### src/rtl/mrms_pkg.sv
// shared types, codes and constants of the masked register map store
// no dependencies; imported by mrms_cell and masked_register_map_store
package mrms_pkg;

    localparam int ENTRIES_DEF = 16;
    localparam int DATA_W      = 32;

    localparam logic [DATA_W-1:0] MISS_WORD = 32'hDEAD_BEEF;
    localparam logic [DATA_W-1:0] SIZE_RST  = 32'd4096;

    // request op codes
    localparam logic [1:0] OP_ADD   = 2'd0;
    localparam logic [1:0] OP_WRITE = 2'd1;
    localparam logic [1:0] OP_READ  = 2'd2;

    // response status codes
    localparam logic [1:0] ST_OK      = 2'd0;
    localparam logic [1:0] ST_OUTSIDE = 2'd1;
    localparam logic [1:0] ST_MISSING = 2'd2;
    localparam logic [1:0] ST_FULL    = 2'd3;

    // configuration register indexes
    localparam logic CFG_BASE = 1'b0;
    localparam logic CFG_SIZE = 1'b1;

    typedef struct packed {
        logic [1:0]        op;
        logic [DATA_W-1:0] address;
        logic [DATA_W-1:0] data_value;
        logic [DATA_W-1:0] write_mask;
    } t_req;

    typedef struct packed {
        logic [1:0]        status;
        logic [DATA_W-1:0] read_data;
    } t_rsp;

    // one stored register
    typedef struct packed {
        logic [DATA_W-1:0] address;
        logic [DATA_W-1:0] value;
        logic [DATA_W-1:0] mask;
    } t_entry;

    // lookup token walking the cell chain
    typedef struct packed {
        logic              live;
        logic [1:0]        op;
        logic [DATA_W-1:0] address;
        logic [DATA_W-1:0] data_value;
        logic              found;
        logic [DATA_W-1:0] read_data;
    } t_tok;

    typedef enum logic [2:0] {
        S_IDLE = 3'b001,
        S_SCAN = 3'b010,
        S_HOLD = 3'b100
    } t_state;

endpackage

### src/rtl/mrms_cell.sv
// one cell of the store: holds one entry and one stage of the lookup token
// depends on mrms_pkg
module mrms_cell (
    input  logic             i_clk,
    input  logic             i_rst_n,
    input  logic             i_valid,
    input  logic             i_shift,
    input  mrms_pkg::t_entry i_prev,
    input  mrms_pkg::t_tok   i_tok,
    output mrms_pkg::t_entry o_ent,
    output mrms_pkg::t_tok   o_tok
);
    import mrms_pkg::*;

    t_entry r_ent;
    t_tok   r_tok;
    t_tok   n_tok;
    logic   w_match;

    // first live cell from the newest end whose address matches claims the token
    assign w_match = i_tok.live && !i_tok.found && i_valid &&
                     (r_ent.address == i_tok.address);

    always_comb begin
        n_tok = i_tok;
        if (w_match) begin
            n_tok.found     = 1'b1;
            n_tok.read_data = r_ent.value;
        end
    end

    always_ff @(posedge i_clk) begin
        if (!i_rst_n) begin
            r_tok.live <= 1'b0;
        end else begin
            r_tok <= n_tok;
        end
    end

    // shift only happens while idle, writes only when a live write token matches
    always_ff @(posedge i_clk) begin
        if (i_shift) begin
            r_ent <= i_prev;
        end else if (w_match && i_tok.op == OP_WRITE) begin
            r_ent.value <= (i_tok.data_value & r_ent.mask) | (r_ent.value & ~r_ent.mask);
        end
    end

    assign o_ent = r_ent;
    assign o_tok = r_tok;

endmodule

### src/rtl/masked_register_map_store.sv
// top level of the masked register map store: window check, control and result register
// depends on mrms_pkg and mrms_cell
//
// Usage:
//   Requests arrive on i_in_valid / o_in_ready with payload i_in_req (op, address,
//   data_value, write_mask). Each request gives exactly one response on
//   o_out_valid / i_out_ready with payload o_out_rsp (status, read_data).
//   Window registers are written through i_cfg_we / i_cfg_index / i_cfg_data
//   while no request is in flight; index 0 is window_base, 1 is window_size.
//   Entries live in a row of ENTRIES cells, newest in cell 0; an add shifts the
//   row by one cell. A write or read sends a lookup token down
//   the row, one cell per cycle; the first matching cell serves it.
//   Add and unused ops are answered from the window check straight into the output
//   register; write and read are answered when the token leaves the last cell.
//   Adds are taken at one request per cycle while the receiver keeps up; a write or
//   read blocks new requests until its token has walked through the whole cell row.
//   A new request is taken as soon as the previous one has its response in the
//   output register; when the receiver stalls, one finished response is parked
//   and no further request is taken until the output register frees up.
//   Reset empties the table (entry count zero), clears the handshakes and sets
//   the window to base 0, size 4096. No clearing pass is needed.
module masked_register_map_store #(
    parameter int ENTRIES = mrms_pkg::ENTRIES_DEF
) (
    input  logic                            i_clk,
    input  logic                            i_rst_n,
    input  logic                            i_in_valid,
    output logic                            o_in_ready,
    input  mrms_pkg::t_req                  i_in_req,
    output logic                            o_out_valid,
    input  logic                            i_out_ready,
    output mrms_pkg::t_rsp                  o_out_rsp,
    input  logic                            i_cfg_we,
    input  logic                            i_cfg_index,
    input  logic [mrms_pkg::DATA_W-1:0]     i_cfg_data
);
    import mrms_pkg::*;

    localparam int CW = $clog2(ENTRIES + 1);
    localparam logic [CW-1:0] FULL_C = CW'(ENTRIES);

    t_state            r_state, n_state;
    logic [CW-1:0]     r_count;
    logic [DATA_W-1:0] r_base, r_size;
    logic              r_out_valid;
    t_rsp              r_out, r_pend;

    logic              w_in_acc, w_out_free, w_scan_req, w_add_ok, w_res_ev;
    logic              w_outside, w_full;
    logic [DATA_W-1:0] w_limit;
    t_rsp              w_imm, w_scan_rsp, w_res;
    t_tok              w_inj;
    t_entry            w_new;
    t_tok              w_tok [ENTRIES];
    t_entry            w_ent [ENTRIES];
    logic [ENTRIES-1:0] w_live;

    assign o_in_ready = (r_state == S_IDLE);
    assign w_in_acc   = i_in_valid && o_in_ready;
    assign w_out_free = !r_out_valid || i_out_ready;

    // window limit wraps modulo 2^32
    assign w_limit   = r_base + r_size;
    assign w_outside = (i_in_req.address < r_base) || (i_in_req.address >= w_limit);
    assign w_full    = (r_count >= FULL_C);

    assign w_scan_req = w_in_acc && (i_in_req.op == OP_WRITE || i_in_req.op == OP_READ);
    assign w_add_ok   = w_in_acc && (i_in_req.op == OP_ADD) && !w_outside && !w_full;

    always_comb begin
        w_imm.read_data = '0;
        w_imm.status    = ST_OK;
        if (i_in_req.op == OP_ADD) begin
            if (w_outside) begin
                w_imm.status = ST_OUTSIDE;
            end else if (w_full) begin
                w_imm.status = ST_FULL;
            end
        end
    end

    always_comb begin
        w_inj.live       = w_scan_req;
        w_inj.op         = i_in_req.op;
        w_inj.address    = i_in_req.address;
        w_inj.data_value = i_in_req.data_value;
        w_inj.found      = 1'b0;
        w_inj.read_data  = '0;
    end

    assign w_new.address = i_in_req.address;
    assign w_new.value   = i_in_req.data_value;
    assign w_new.mask    = i_in_req.write_mask;

    genvar gi;
    generate
        for (gi = 0; gi < ENTRIES; gi++) begin : g_cell
            logic   w_cvalid;
            t_entry w_prev;
            t_tok   w_tin;
            assign w_cvalid = (r_count > CW'(gi));
            if (gi == 0) begin : g_head
                assign w_prev = w_new;
                assign w_tin  = w_inj;
            end else begin : g_body
                assign w_prev = w_ent[gi-1];
                assign w_tin  = w_tok[gi-1];
            end
            mrms_cell u_cell (
                .i_clk   (i_clk),
                .i_rst_n (i_rst_n),
                .i_valid (w_cvalid),
                .i_shift (w_add_ok),
                .i_prev  (w_prev),
                .i_tok   (w_tin),
                .o_ent   (w_ent[gi]),
                .o_tok   (w_tok[gi])
            );
            assign w_live[gi] = w_tok[gi].live;
        end
    endgenerate

    // token leaving the last cell carries the lookup result
    always_comb begin
        w_scan_rsp.status    = ST_OK;
        w_scan_rsp.read_data = '0;
        if (w_tok[ENTRIES-1].found) begin
            if (w_tok[ENTRIES-1].op == OP_READ) begin
                w_scan_rsp.read_data = w_tok[ENTRIES-1].read_data;
            end
        end else begin
            w_scan_rsp.status = ST_MISSING;
            if (w_tok[ENTRIES-1].op == OP_READ) begin
                w_scan_rsp.read_data = MISS_WORD;
            end
        end
    end

    assign w_res_ev = (w_in_acc && !w_scan_req) ||
                      ((r_state == S_SCAN) && w_tok[ENTRIES-1].live);
    assign w_res    = (r_state == S_SCAN) ? w_scan_rsp : w_imm;

    always_comb begin
        n_state = r_state;
        unique case (r_state)
            S_IDLE: begin
                if (w_scan_req) begin
                    n_state = S_SCAN;
                end else if (w_res_ev && !w_out_free) begin
                    n_state = S_HOLD;
                end
            end
            S_SCAN: begin
                if (w_res_ev) begin
                    n_state = w_out_free ? S_IDLE : S_HOLD;
                end
            end
            S_HOLD: begin
                if (i_out_ready) begin
                    n_state = S_IDLE;
                end
            end
            default: n_state = S_IDLE;
        endcase
    end

    always_ff @(posedge i_clk) begin
        if (!i_rst_n) begin
            r_state     <= S_IDLE;
            r_count     <= '0;
            r_out_valid <= 1'b0;
            r_base      <= '0;
            r_size      <= SIZE_RST;
        end else begin
            r_state <= n_state;
            if (w_add_ok) begin
                r_count <= r_count + 1'b1;
            end
            if (w_res_ev && w_out_free) begin
                r_out_valid <= 1'b1;
            end else if (r_state == S_HOLD) begin
                r_out_valid <= 1'b1;
            end else if (i_out_ready) begin
                r_out_valid <= 1'b0;
            end
            if (i_cfg_we) begin
                unique case (i_cfg_index)
                    CFG_BASE: r_base <= i_cfg_data;
                    CFG_SIZE: r_size <= i_cfg_data;
                    default:  ;
                endcase
            end
        end
    end

    always_ff @(posedge i_clk) begin
        if (w_res_ev) begin
            if (w_out_free) begin
                r_out <= w_res;
            end else begin
                r_pend <= w_res;
            end
        end else if (r_state == S_HOLD && i_out_ready) begin
            r_out <= r_pend;
        end
    end

    assign o_out_valid = r_out_valid;
    assign o_out_rsp   = r_out;

    a_count_bound: assert property (@(posedge i_clk) disable iff (!i_rst_n)
        r_count <= FULL_C)
        else $error("entry count beyond table size");

    a_one_token: assert property (@(posedge i_clk) disable iff (!i_rst_n)
        $onehot0(w_live))
        else $error("more than one lookup token in the cell row");

    a_token_in_scan: assert property (@(posedge i_clk) disable iff (!i_rst_n)
        (w_live != '0) |-> (r_state == S_SCAN))
        else $error("lookup token alive outside a scan");

    a_add_counts: assert property (@(posedge i_clk) disable iff (!i_rst_n)
        w_add_ok |=> (r_count == $past(r_count) + 1'b1))
        else $error("accepted add did not grow the table");

    a_hold_pending: assert property (@(posedge i_clk) disable iff (!i_rst_n)
        (r_state == S_HOLD) |-> r_out_valid)
        else $error("parked response without a waiting output");

endmodule

### config.mk
export PLATFORM = sky130hd
export DESIGN_NAME = masked_register_map_store
export DESIGN_NICKNAME = d
export VERILOG_FILES = /design/src/rtl/mrms_pkg.sv /design/src/rtl/mrms_cell.sv /design/src/rtl/masked_register_map_store.sv
export SDC_FILE = /design/constraint.sdc
export NUM_CORES = 2
export LEC_CHECK = 0
export BUFFER_PORTS_ARGS = -buffer_cell sky130_fd_sc_hd__buf_2
export CELL_PAD_IN_SITES_DETAIL_PLACEMENT = 0
export CELL_PAD_IN_SITES_GLOBAL_PLACEMENT = 2
export CORE_MARGIN = 4
export CORE_UTILIZATION = 35
export DETAILED_ROUTE_END_ITERATION = 10
export PLACE_DENSITY = 0.58
export RECOVER_POWER = 100
export SLEW_MARGIN = 5
export SYNTH_ARGS = -nofsm -noshare
export SYNTH_HDL_FRONTEND = slang
export SYNTH_SLANG_ARGS = --single-unit
### constraint.sdc
create_clock -name i_clk -period 43.4 [get_ports i_clk]
set_input_delay 2.17 -clock i_clk [delete_from_list [all_inputs] [get_ports i_clk]]
set_output_delay 2.17 -clock i_clk [all_outputs]
set_load 0.05 [all_outputs]
# After elaboration in Yosys (flattened, before gate mapping)
# Index checks and enable logic that the tools add are counted.
# Widths: inputs -> output; s select.
# word_totals
regBits,3213
input_bits,136
output_inout_bits,36
elab_cells,468
# classes
n_addsub,2
n_lt_le_gt_ge,19
n_eq_ne,41
mux,68
n_bitwise,66
n_reduce_logical,121
# op_table
op,n
$mux 32,50
$and 32x32->32,32
$eq 32x32->1,16
$not 32->32,16
$or 32x32->32,16
$mux 34,4
$logic_and 1x1->1,73
$gt 5x4->1 const B,8
$reduce_bool 2->1,17
$mux 33,1
$add 32x32->32,1
$eq 2x1->1 const B,16
$ge 32x32->1,1
$lt 32x32->1,1
$gt 5x3->1 const B,4
$logic_not 1->1,20
$mux 3,5
$gt 5x1->1 const B,2
$gt 5x2->1 const B,2
$pmux 3 s3,1
$mux 2,4
$reduce_and 2->1,4
$ne 2x2->1 const B,3
$add 5x1->5 const B,1
other kinds (12),19

# Logic depth before layout (Yosys ltp)
# logic_depth
depth_word,10
ltp_mapped,26
ltp_nobuf,22

# Modules after synthesis
# From an unflattened synthesis, not the netlist that was laid out.
# unflattened
hier_cells,7747
area_unflattened_um2,127305.8
# by_module_without_submodules
module,n_inst,cells_per_inst,area_per_inst_um2,seq_area_each_um2
mrms_cell,16,426,7404.6,5875.6
masked_register_map_store,1,931,8832.2,3503.4

# Least setup slack after synthesis
# No wires, ideal clock.
# synth_path
kind,register to register
startpoint,register r_base[16]
endpoint,"register g_cell[0].u_cell.r_ent, in the netlist g_cell[0].u_cell.o_ent[0], enable pin"
setup_ns,1.364
arrival_time_ns,24.233
required_time_ns,42.036
slack_ns,17.802
path_stages_with_launch,23
n_path_buf,5
synth_period_minus_slack_ns,25.598
cell_sequence,dfxtp_1 > ha_1 > buf_2 > a2111oi_2 > o21ai_0 > o22ai_1 > o211ai_1 > a2111oi_2 > nor4_1 > or4_1 > a21oi_1 > xnor2_1 > ha_1 > nand4_1 > nor2_1 > a211oi_1 > and3_1 > buf_2 > nand3_1 > clkbuf_1 > clkbuf_1 > buf_2 > inv_1
# synth_via
elab_chain_len,6
elab_cells_between_ends,7
cone_classes,add/sub: 1; order compare: 2; reduce/logical: 4
# synth_rtl
element,line,rtl
from (decl),masked_register_map_store.sv:44,"logic [DATA_W-1:0] r_base, r_size;"
from (signal assigned),masked_register_map_store.sv:188,CFG_BASE: r_base <= i_cfg_data;
$add 32x32->32,masked_register_map_store.sv:63,assign w_limit = r_base + r_size;
$ge 32x32->1,masked_register_map_store.sv:64,assign w_outside = (i_in_req.address < r_base) || (i_in_req.address >= w_limit);
$logic_or 1x1->1 (*),masked_register_map_store.sv:64,
$logic_not 1->1 (*),masked_register_map_store.sv:68,assign w_add_ok = w_in_acc && (i_in_req.op == OP_ADD) && !w_outside && !w_full;
$logic_and 1x1->1 (*) (2 in series),masked_register_map_store.sv:68,
via g_cell[0].u_cell.i_shift,mrms_cell.sv:7,"input logic i_shift,"
to (signal assigned),mrms_cell.sv:43,r_ent <= i_prev;
to (decl),mrms_cell.sv:15,t_entry r_ent;
# The timed path passes the listed nets; every way through them passes the cells marked *.
# A chain may end at the register's enable or synchronous reset.

# Worst setup path after layout
# layout_path
startpoint,register r_base[16]
endpoint,"register g_cell[0].u_cell.r_ent, in the netlist g_cell[0].u_cell.o_ent[10], enable pin"
# The elaborated chain is that of the path after synthesis.

==> flow_metrics.env <==
export IMPL_cp_num_buf_inv=4
export IMPL_place_ws_ns=31.82
export IMPL_synth_xor_area_share_pct=3.655
export IMPL_rsz0062_at_grt="false"
export IMPL_status="finished, violations left"
export IMPL_syn_area_per_cell_um2=15.23
export IMPL_layout_drive_gt1_share_pct=12.25
export IMPL_slew_viol_final=4257
export IMPL_synth_edf_count=3124
export IMPL_seq_area_frac_synth_pct=76.13
export IMPL_synth_cells=8247
export IMPL_die_x_um=607.0
export IMPL_nFillCells=32630
export IMPL_synthFlopType="edfxtp_1"
export IMPL_cp_data_arrival_time_ns=24.55
export IMPL_cts_sinks=3213
export IMPL_drc=0
export IMPL_die_h_um=607.0
export IMPL_leakagePower_nw=48.70
export IMPL_grt_max_degree=200
export IMPL_setup_violations=0
export IMPL_gr_total_overflow=0
export IMPL_min_period_ns=24.03
export IMPL_drtIter0Drc=4503
export IMPL_pin_count=172
export IMPL_slowest_stage="clkbuf_1"
export IMPL_hold_buffers=0
export IMPL_syn2layout_area_growth_pct=13.61
export IMPL_path_cells="ha_1, a2111oi_0, o21ai_0, o22ai_1, o211ai_1, a2111oi_0, nor4_1, or4_1, a21oi_1, xnor2_1, ha_1, nand4_1, nor2_1, nand3_1, a21oi_1, a22oi_1, and3_1, nand3_1, clkinvlp_2, clkbuf_1, buf_4, buf_4"
export IMPL_wirelength_um=280500
export IMPL_violations="max-capacitance violations, max-slew violations"
export IMPL_synth_top_family_by_area="simple AND/OR/NAND/NOR gates"
export IMPL_start_util_pct=35.22
export IMPL_worst_hold_path_type="flip-flop to flip-flop"
export IMPL_cts_tree="done"
export IMPL_required_ns=43.92
export IMPL_vias_per_cell=4.692
export IMPL_fin_setup_tns_ns=0
export IMPL_powerDensity_nw_per_um2=47.92
export IMPL_clkTransAtPathRegs_ns=0.06
export IMPL_clock_latency_ns=0.91
export IMPL_num_rows=219
export IMPL_hold_viol_final=0
export IMPL_cap_violations=61
export IMPL_setup_ws_ns=19.37
export IMPL_muxShareOfSynthArea_pct=4.639
export IMPL_ir_drop_mv=0.03178
export IMPL_endpoint_kind="flip-flop"
export IMPL_place_gp_congestion=0.8327
export IMPL_core_area_um2=356500
export IMPL_nNetsFinal=8687
export IMPL_root_buffer="clkbuf_16"
export IMPL_yosysWarnings=0
export IMPL_post_drt_wl_per_cell_um=20.78
export IMPL_antenna_found_initial=11
export IMPL_die_area_um2=368400
export IMPL_track_usage_pct=15.12
export IMPL_finalCritPeriodShare_pct=55.36
export IMPL_fmax_mhz=41.62
export IMPL_yosysUniqueCellTypes=67
export IMPL_cts_htree_levels=5
export IMPL_ys_async_sr_fraction_pct=0
export IMPL_dp_cells=12840
export IMPL_cts_repair_resized=0
export IMPL_ys_ff_latch=3213
export IMPL_critical_path_class="flip-flop to flip-flop"
export IMPL_final_cells=13500
export IMPL_cts_buffer_depth=4
export IMPL_power_mw=6.836
export IMPL_max_stage_delay_ns=7.49
export IMPL_slew_headroom_pct=-610.4
export IMPL_numCtsBuffers=360
export IMPL_cts_setup_buffers=0
export IMPL_synth_compound_area_share_pct=3.441
export IMPL_dpl_hpwl_um=176800
export IMPL_critPathMaxFanout=171
export IMPL_vias=63340
export IMPL_path_delay_family="buffers and inverters"
export IMPL_grt_pass1_vias=66500
export IMPL_worstMarginPinSlew_ns=10.66
export IMPL_io_buffer_count=171
export IMPL_syn_nets=8484
export IMPL_firstDrtPassIters=5
export IMPL_grt_pass1_wl_um=439300
export IMPL_start_kind="flip-flop"
export IMPL_finish_utilization_pct=40.02
export IMPL_drtAntennaViolNets=0
export IMPL_skew_ns=0.03899
export IMPL_yosys_area_share_adder_pct=1.012
export IMPL_synth_simple_area_share_pct=9.630
export IMPL_syn_area_um2=125600
[worst paths after layout]
| kind | startpoint | depth (start not counted) | end | slack, ns |
|---|---|---|---|---|
| worst min-delay path | g_cell[2].u_cell.o_tok[43] | 0 | g_cell[3].u_cell.o_tok[43] | 0.44 |
| worst min register to register | g_cell[2].u_cell.o_tok[43] | 0 | g_cell[3].u_cell.o_tok[43] | 0.44 |
| worst max-delay path | r_base[16] | 22 | g_cell[0].u_cell.o_ent[10] | 19.37 |
| worst max register to register | r_base[16] | 22 | g_cell[0].u_cell.o_ent[10] | 19.37 |
[Yosys cell counts, drive strengths merged, types with 3 or more instances]
library cell     n  share of area, %
or3b             3             0.021
a21o            39              0.23
edfxtp        3124                75
mux2           512               4.6
nor2            63              0.19
or3              3             0.015
mux2i            6             0.048
inv             62              0.19
ha             100               1.0
nor3b           13             0.082
o21ai          512               2.0
a21oi          109              0.43
and3            24              0.12
xor2           255               1.8
dfxtp           89               1.4
a22o             4             0.028
and2            52              0.26
a31oi            6             0.030
nor4b            6             0.042
buf             42              0.18
o211ai           8             0.048
nor4            68              0.34
a211oi           4             0.024
a2111oi          7             0.064
or2              9             0.045
o31ai            4             0.024
nand4b           7             0.049
nand4          574               2.9
xnor2          269               1.9
o21a            63              0.38
and4             6             0.042
nand3           37              0.15
nand3b           3             0.018
nor3            25              0.11
nor4bb           4             0.032
nand2         1694               5.1
clkbuf         379               1.1
or4              8             0.051
o22ai            7             0.035
nor2b            8             0.040
nand2b          22              0.11
[routing by layer]
metal  track usage, %  wire [um]
met5                0        121
met4            4.020       7117
met3            2.068      10900
met2            23.00     124000
met1            22.73     138400
[layout by cell type, fill, tap and decap left out, drive strengths merged, types with 7 or more instances in the layout]
master and count:
edfxtp 3124, nand2 1694, clkbuf 597, nand4 574, o21ai 512, mux2 512
xnor2 269, xor2 255, clkinv 162, a21oi 109, buf 107, ha 100
dfxtp 89, inv 70, nor4 68, o21a 63, nor2 63, and2 52
a21o 39, nand3 37, bufinv 29, nor3 25, and3 24, nand2b 22
clkinvlp 16, nor3b 13, or2 9, o211ai 8, or4 8, nor2b 8
a2111oi 7, nand4b 7, o22ai 7
[metrics by stage]
| step | area, um2 | hold slack, ns |
|---|---|---|
| global placement | 131800 | 0.4245 |
| finish | 142700 | 0.4397 |
| floorplan | 125600 | 0.4113 |
| detailed placement | 131800 | 0.4342 |
| global route | 142700 | 0.4462 |
| CTS | 143200 | 0.4373 |
[final cells by class]
class                      instances  area [um2]  area share [%]
sequential                      3213       95590           67.01
clock buffer                     442        9548           6.693
timing repair buffer             262        1247          0.8744
inverter                          63       237.7          0.1666
clock inverter                   214        1846           1.294
multi-input combinational       4550       28230           19.79
antenna                            5       12.51        0.008770
tap                             4751        5944           4.167
[power breakdown]
group	switching, mW	internal, mW
combinational	0.200	0.0837
sequential	0.0664	3.54
clock	1.21	1.73
[cells by family (layout without fill, tap and decap cells)]
| family | Yosys count | in the layout |
|---|---|---|
| xor gates and xnor gates | 524 | 524 |
| buffers and inverters | 484 | 981 |
| AOI/OAI and AO/OA | 778 | 778 |
| muxes | 518 | 518 |
| adders and majority gates | 101 | 101 |
| DFF | 3213 | 3213 |
| and+or+nand+nor | 2629 | 2629 |
| other | 0 | 5 |
(Power assumes the default switching activity.)
